[config.mk]
export PLATFORM = sky130hd
export DESIGN_NAME = plob_ctrl
export DESIGN_NICKNAME = d
export VERILOG_FILES = /design/src/sv/plob_pkg.sv /design/src/sv/plob_ctrl.sv
export SDC_FILE = /design/constraint.sdc
export NUM_CORES = 1
export LEC_CHECK = 0
export ABC_AREA = 1
export BUFFER_PORTS_ARGS = -buffer_cell sky130_fd_sc_hd__buf_4
export CAP_MARGIN = 20
export CORE_AREA = 5 5 42 44
export CTS_BUF_LIST = sky130_fd_sc_hd__clkbuf_2
export DETAILED_ROUTE_END_ITERATION = 8
export DIE_AREA = 0 0 47 49
export PLACE_DENSITY = 0.4
export SYNTH_ARGS = -nofsm -noshare
export SYNTH_HDL_FRONTEND = slang
export SYNTH_SLANG_ARGS = --single-unit
[constraint.sdc]
create_clock -name clk -period 1.12 [get_ports clk]
set_clock_uncertainty 0.05 [all_clocks]
set_input_delay 0.112 -clock clk [delete_from_list [all_inputs] [get_ports clk]]
set_output_delay 0.112 -clock clk [all_outputs]
set_load 0.02 [all_outputs]
[src/sv/plob_pkg.sv]
// Shared types, constants and search functions for the price level book.
// No dependencies; every other file of the block but plob_ram imports it.
package plob_pkg;

    localparam int PRICE_W    = 10;
    localparam int AMT_W      = 32;
    localparam int SPREAD_W   = 11;
    localparam int ROW_BITS   = 32;
    localparam int BIT_W      = 5;
    localparam int MAX_LEVELS = 1 << PRICE_W;

    localparam logic REQ_ADD    = 1'b0;
    localparam logic REQ_REMOVE = 1'b1;
    localparam logic SIDE_ASK   = 1'b0;
    localparam logic SIDE_BID   = 1'b1;

    typedef logic [PRICE_W-1:0]         price_t;
    typedef logic signed [AMT_W-1:0]    amount_t;
    typedef logic signed [SPREAD_W-1:0] spread_t;
    typedef logic [ROW_BITS-1:0]        row_t;
    typedef logic [BIT_W-1:0]           bit_idx_t;

    // controller to datapath
    typedef struct packed {
        logic accept;    // take request, launch level reads
        logic update;    // read-modify-write of the level
        logic row_rd;    // pick best rows, read their present words
        logic bit_rd;    // pick best bits, read best amounts
        logic load_out;  // load result register
    } cmd_t;

    // datapath to controller
    typedef struct packed {
        logic out_stall;
    } stat_t;

    // index of highest set bit, 0 when none
    function automatic bit_idx_t hi_index(row_t v);
        bit_idx_t idx;
        idx = '0;
        for (int i = 0; i < ROW_BITS; i++)
        begin
            if (v[i])
            begin
                idx = bit_idx_t'(i);
            end
        end
        return idx;
    endfunction

    // index of lowest set bit, 0 when none
    function automatic bit_idx_t lo_index(row_t v);
        bit_idx_t idx;
        idx = '0;
        for (int i = ROW_BITS - 1; i >= 0; i--)
        begin
            if (v[i])
            begin
                idx = bit_idx_t'(i);
            end
        end
        return idx;
    endfunction

endpackage

[src/sv/plob_ctrl.sv]
// Sequencer for the price level book: one request at a time through
// level update, row search, bit search and result load. Depends on plob_pkg.
module plob_ctrl (
    input  logic            clk,
    input  logic            rst_n,
    input  logic            req_valid,
    output logic            ready,
    output plob_pkg::cmd_t  cmd,
    input  plob_pkg::stat_t stat
);
    import plob_pkg::*;

    typedef enum logic [2:0] {
        S_IDLE,
        S_UPDATE,
        S_FIND_ROW,
        S_FIND_BIT,
        S_FINISH
    } state_t;

    state_t state_reg;
    state_t state_next;

    always_comb
    begin
        state_next = state_reg;
        cmd        = '0;
        unique case (state_reg)
            S_IDLE:
            begin
                cmd.accept = req_valid;
                if (req_valid)
                begin
                    state_next = S_UPDATE;
                end
            end
            S_UPDATE:
            begin
                cmd.update = 1'b1;
                state_next = S_FIND_ROW;
            end
            S_FIND_ROW:
            begin
                cmd.row_rd = 1'b1;
                state_next = S_FIND_BIT;
            end
            S_FIND_BIT:
            begin
                cmd.bit_rd = 1'b1;
                state_next = S_FINISH;
            end
            S_FINISH:
            begin
                // hold until the result register is free
                if (!stat.out_stall)
                begin
                    cmd.load_out = 1'b1;
                    state_next   = S_IDLE;
                end
            end
            default:
            begin
                state_next = S_IDLE;
            end
        endcase
    end

    always_ff @(posedge clk or negedge rst_n)
    begin
        if (!rst_n)
        begin
            state_reg <= S_IDLE;
        end
        else
        begin
            state_reg <= state_next;
        end
    end

    assign ready = (state_reg == S_IDLE);
endmodule

==> run metrics <==
Worst R2R Setup Slack ~0.12 ns; Post-Syn Area 168 um2; Routed wire per std cell 7.93 um; vias in the first global route around 190; Total Power between 1 and 1.5 mW; H-Tree Depth 1; Synth area leaders dfrtp_1 45%, nor2_1 16%, inv_1 11%; Filler cells 181; max FFs per register 3; IO buf count 9; Final Hold Fails 0; maxcap violations 0; synthesized flop and latch total 3; Ports 10; yosys warns 0; die area 2300 um2; Core Area 1400 um2; Final Critical Period 1.21 ns; routed vias 192; post-DR vias/cell between 3 and 4; LEAKAGE between 0.15 and 0.2 nW; total CTS buffers 3; first-pass GRT wire length a little over 700 um; clock sinks 3; status complete, but fails checks; Data required, critical path 0.96 ns; critical path endpoint category primary output; Peak Freq slightly above 800 MHz; Crit Path Max Fanout 4; RR Endpoint state_reg[0]; WS Path Type flop to primary output; Syn Nets 29; Finished Cell Area 332 um2; VDD IR max between 0.6 and 0.7 mV; row count 14; area post-placement 260 um2; worst-margin pin slew roughly 0.15 ns; violated checks negative setup slack; RSZ-0062 raised after global routing true; Synth Instances 25; final setup margin -0.0950 ns; DRC Markers 0; Hold Path Class primary input to flop; sequential cell area fraction in the yosys report 44.8%; Placer Congestion 0.586; commonest non-fill, non-tap cell in the layout buf_4; area leader, netlist dfrtp_1; pin count of the biggest net entering global routing 5; worst r2r src state_reg[2]; TritonRoute pass-1 iters 1; Slew Limit Fails 0; CTS root buf clkbuf_2; crit path DAT approximately 1.1 ns; Avg Cell Area, Syn 6.71 um2; layout cells sized above 1 between 60% and 70%; antenna violations before repair 0; Netlist cell types 10; detailed placement HPWL 359 um; Starting DRT DRC Count 0; final core utilization about a quarter; hold_sp stat; Die Y a little under 50 um; Routed WL 452 um; grt ovf 0; Cells on Worst Hold Path 3; ANT nets after route 0; ant diodes 0; setup TNS -0.311 ns; Initial Util a little under an eighth; Yosys top cell area share 44.8%; GRT Total Usage 4.51%; Worst Hold End state_reg[2]; Critical Path Start Type flop; P&R area growth vs syn 97.8%; Pwr Density 3300 nW/um2; most frequent cells in the layout 9 x buf_4, 4 x nor2_1, 4 x clkbuf_2; CTS max path bufs 2; TritonCTS clock tree done; Final Setup Violations 6; worst skew pair latency 0.20 ns; Max-Slew Margin vs Limit approximately 90%; R2R cell count 5; Die Width between 40 and 50 um; Final period util 108%; nets between 40 and 50; Worst-path clk slew 0.04 ns
cells by family (layout without fill, tap and decap cells):
group,count (synthesis),count (layout),share of synthesized area (%)
buffers and inverters,6,22,13.4
AND/OR/NAND/NOR,15,15,38.8
flip-flops,3,3,44.8
AO/OA/AOI/OAI,1,1,2.98
what timing repair did:
action | CTS | global route
hold buffers | 1 | 0
setup endpoints to repair | 6 | 6
pin swaps | 2 | 2
resized for setup | 8 | 4
endpoints found under the hold margin | 3 | 0
buffers inserted | 2 | 0
routing by layer:
| metal | wire, um | GRT usage [%] | up-vias |
|---|---|---|---|
| li1 | - | - | 104 |
| met1 | 182 | 4.85 | 83 |
| met2 | 224 | 6.11 | 5 |
| met3 | 46 | 2.21 | 0 |
| met4 | 0 | 4.15 | 0 |
| met5 | 0 | 0 | - |
where the power goes:
part / leakage (nW) / switching (mW) / total, mW / internal (mW)
Combinational: 0.126 / 0.350 / 0.672 / 0.322
Clock: 0.0166 / 0.0518 / 0.146 / 0.0942
Sequential: 0.0340 / 0.0984 / 0.275 / 0.176
Total: 0.177 / 0.501 / 1.09 / 0.592
cells in the mapped netlist (all sizes together):
| cell type | number |
|---|---|
| nand3 | 2 |
| nor3 | 1 |
| dfrtp | 3 |
| nor2 | 7 |
| inv | 6 |
| nand2 | 4 |
| o21ai | 1 |
| or2 | 1 |
metrics by stage:
step	instances	hold slack [ns]	worst slack [ns]
after floorplan	25	-0.234	0.0148
after global placement	50	-0.146	0.0296
after detailed placement	50	-0.146	0.0131
after CTS	57	0.169	-0.127
after global routing	57	0.191	-0.160
final	57	0.172	-0.0950
worst max path at each step:
| stage | start | to | cells after the start |
|---|---|---|---|
| floorplan | state_reg[2] | cmd[4] | 3 |
| global placement | state_reg[2] | cmd[4] | 4 |
| detailed placement | state_reg[2] | cmd[4] | 4 |
| CTS | state_reg[1] | cmd[0] | 4 |
| global route | state_reg[2] | cmd[4] | 4 |
| finish | state_reg[2] | cmd[4] | 4 |
final cells by class:
class                           instances  area (um2)  share of cell area (%)
Timing Repair Buffer                   12         100                    30.2
Multi-Input combinational cell         16        90.1                    27.2
Sequential cell                         3        78.8                    23.8
Inverter                                6        22.5                    6.79
Clock buffer                            4        20.0                    6.04
Tap cell                               16        20.0                    6.04
worst max-delay path: stages (launching register included):
cell     delay (ns)
dfrtp_2        0.44
nor2_4         0.13
nand2_2        0.07
nor2_2         0.09
buf_6          0.12
No activity file was read; power rests on OpenSTA's default activity.
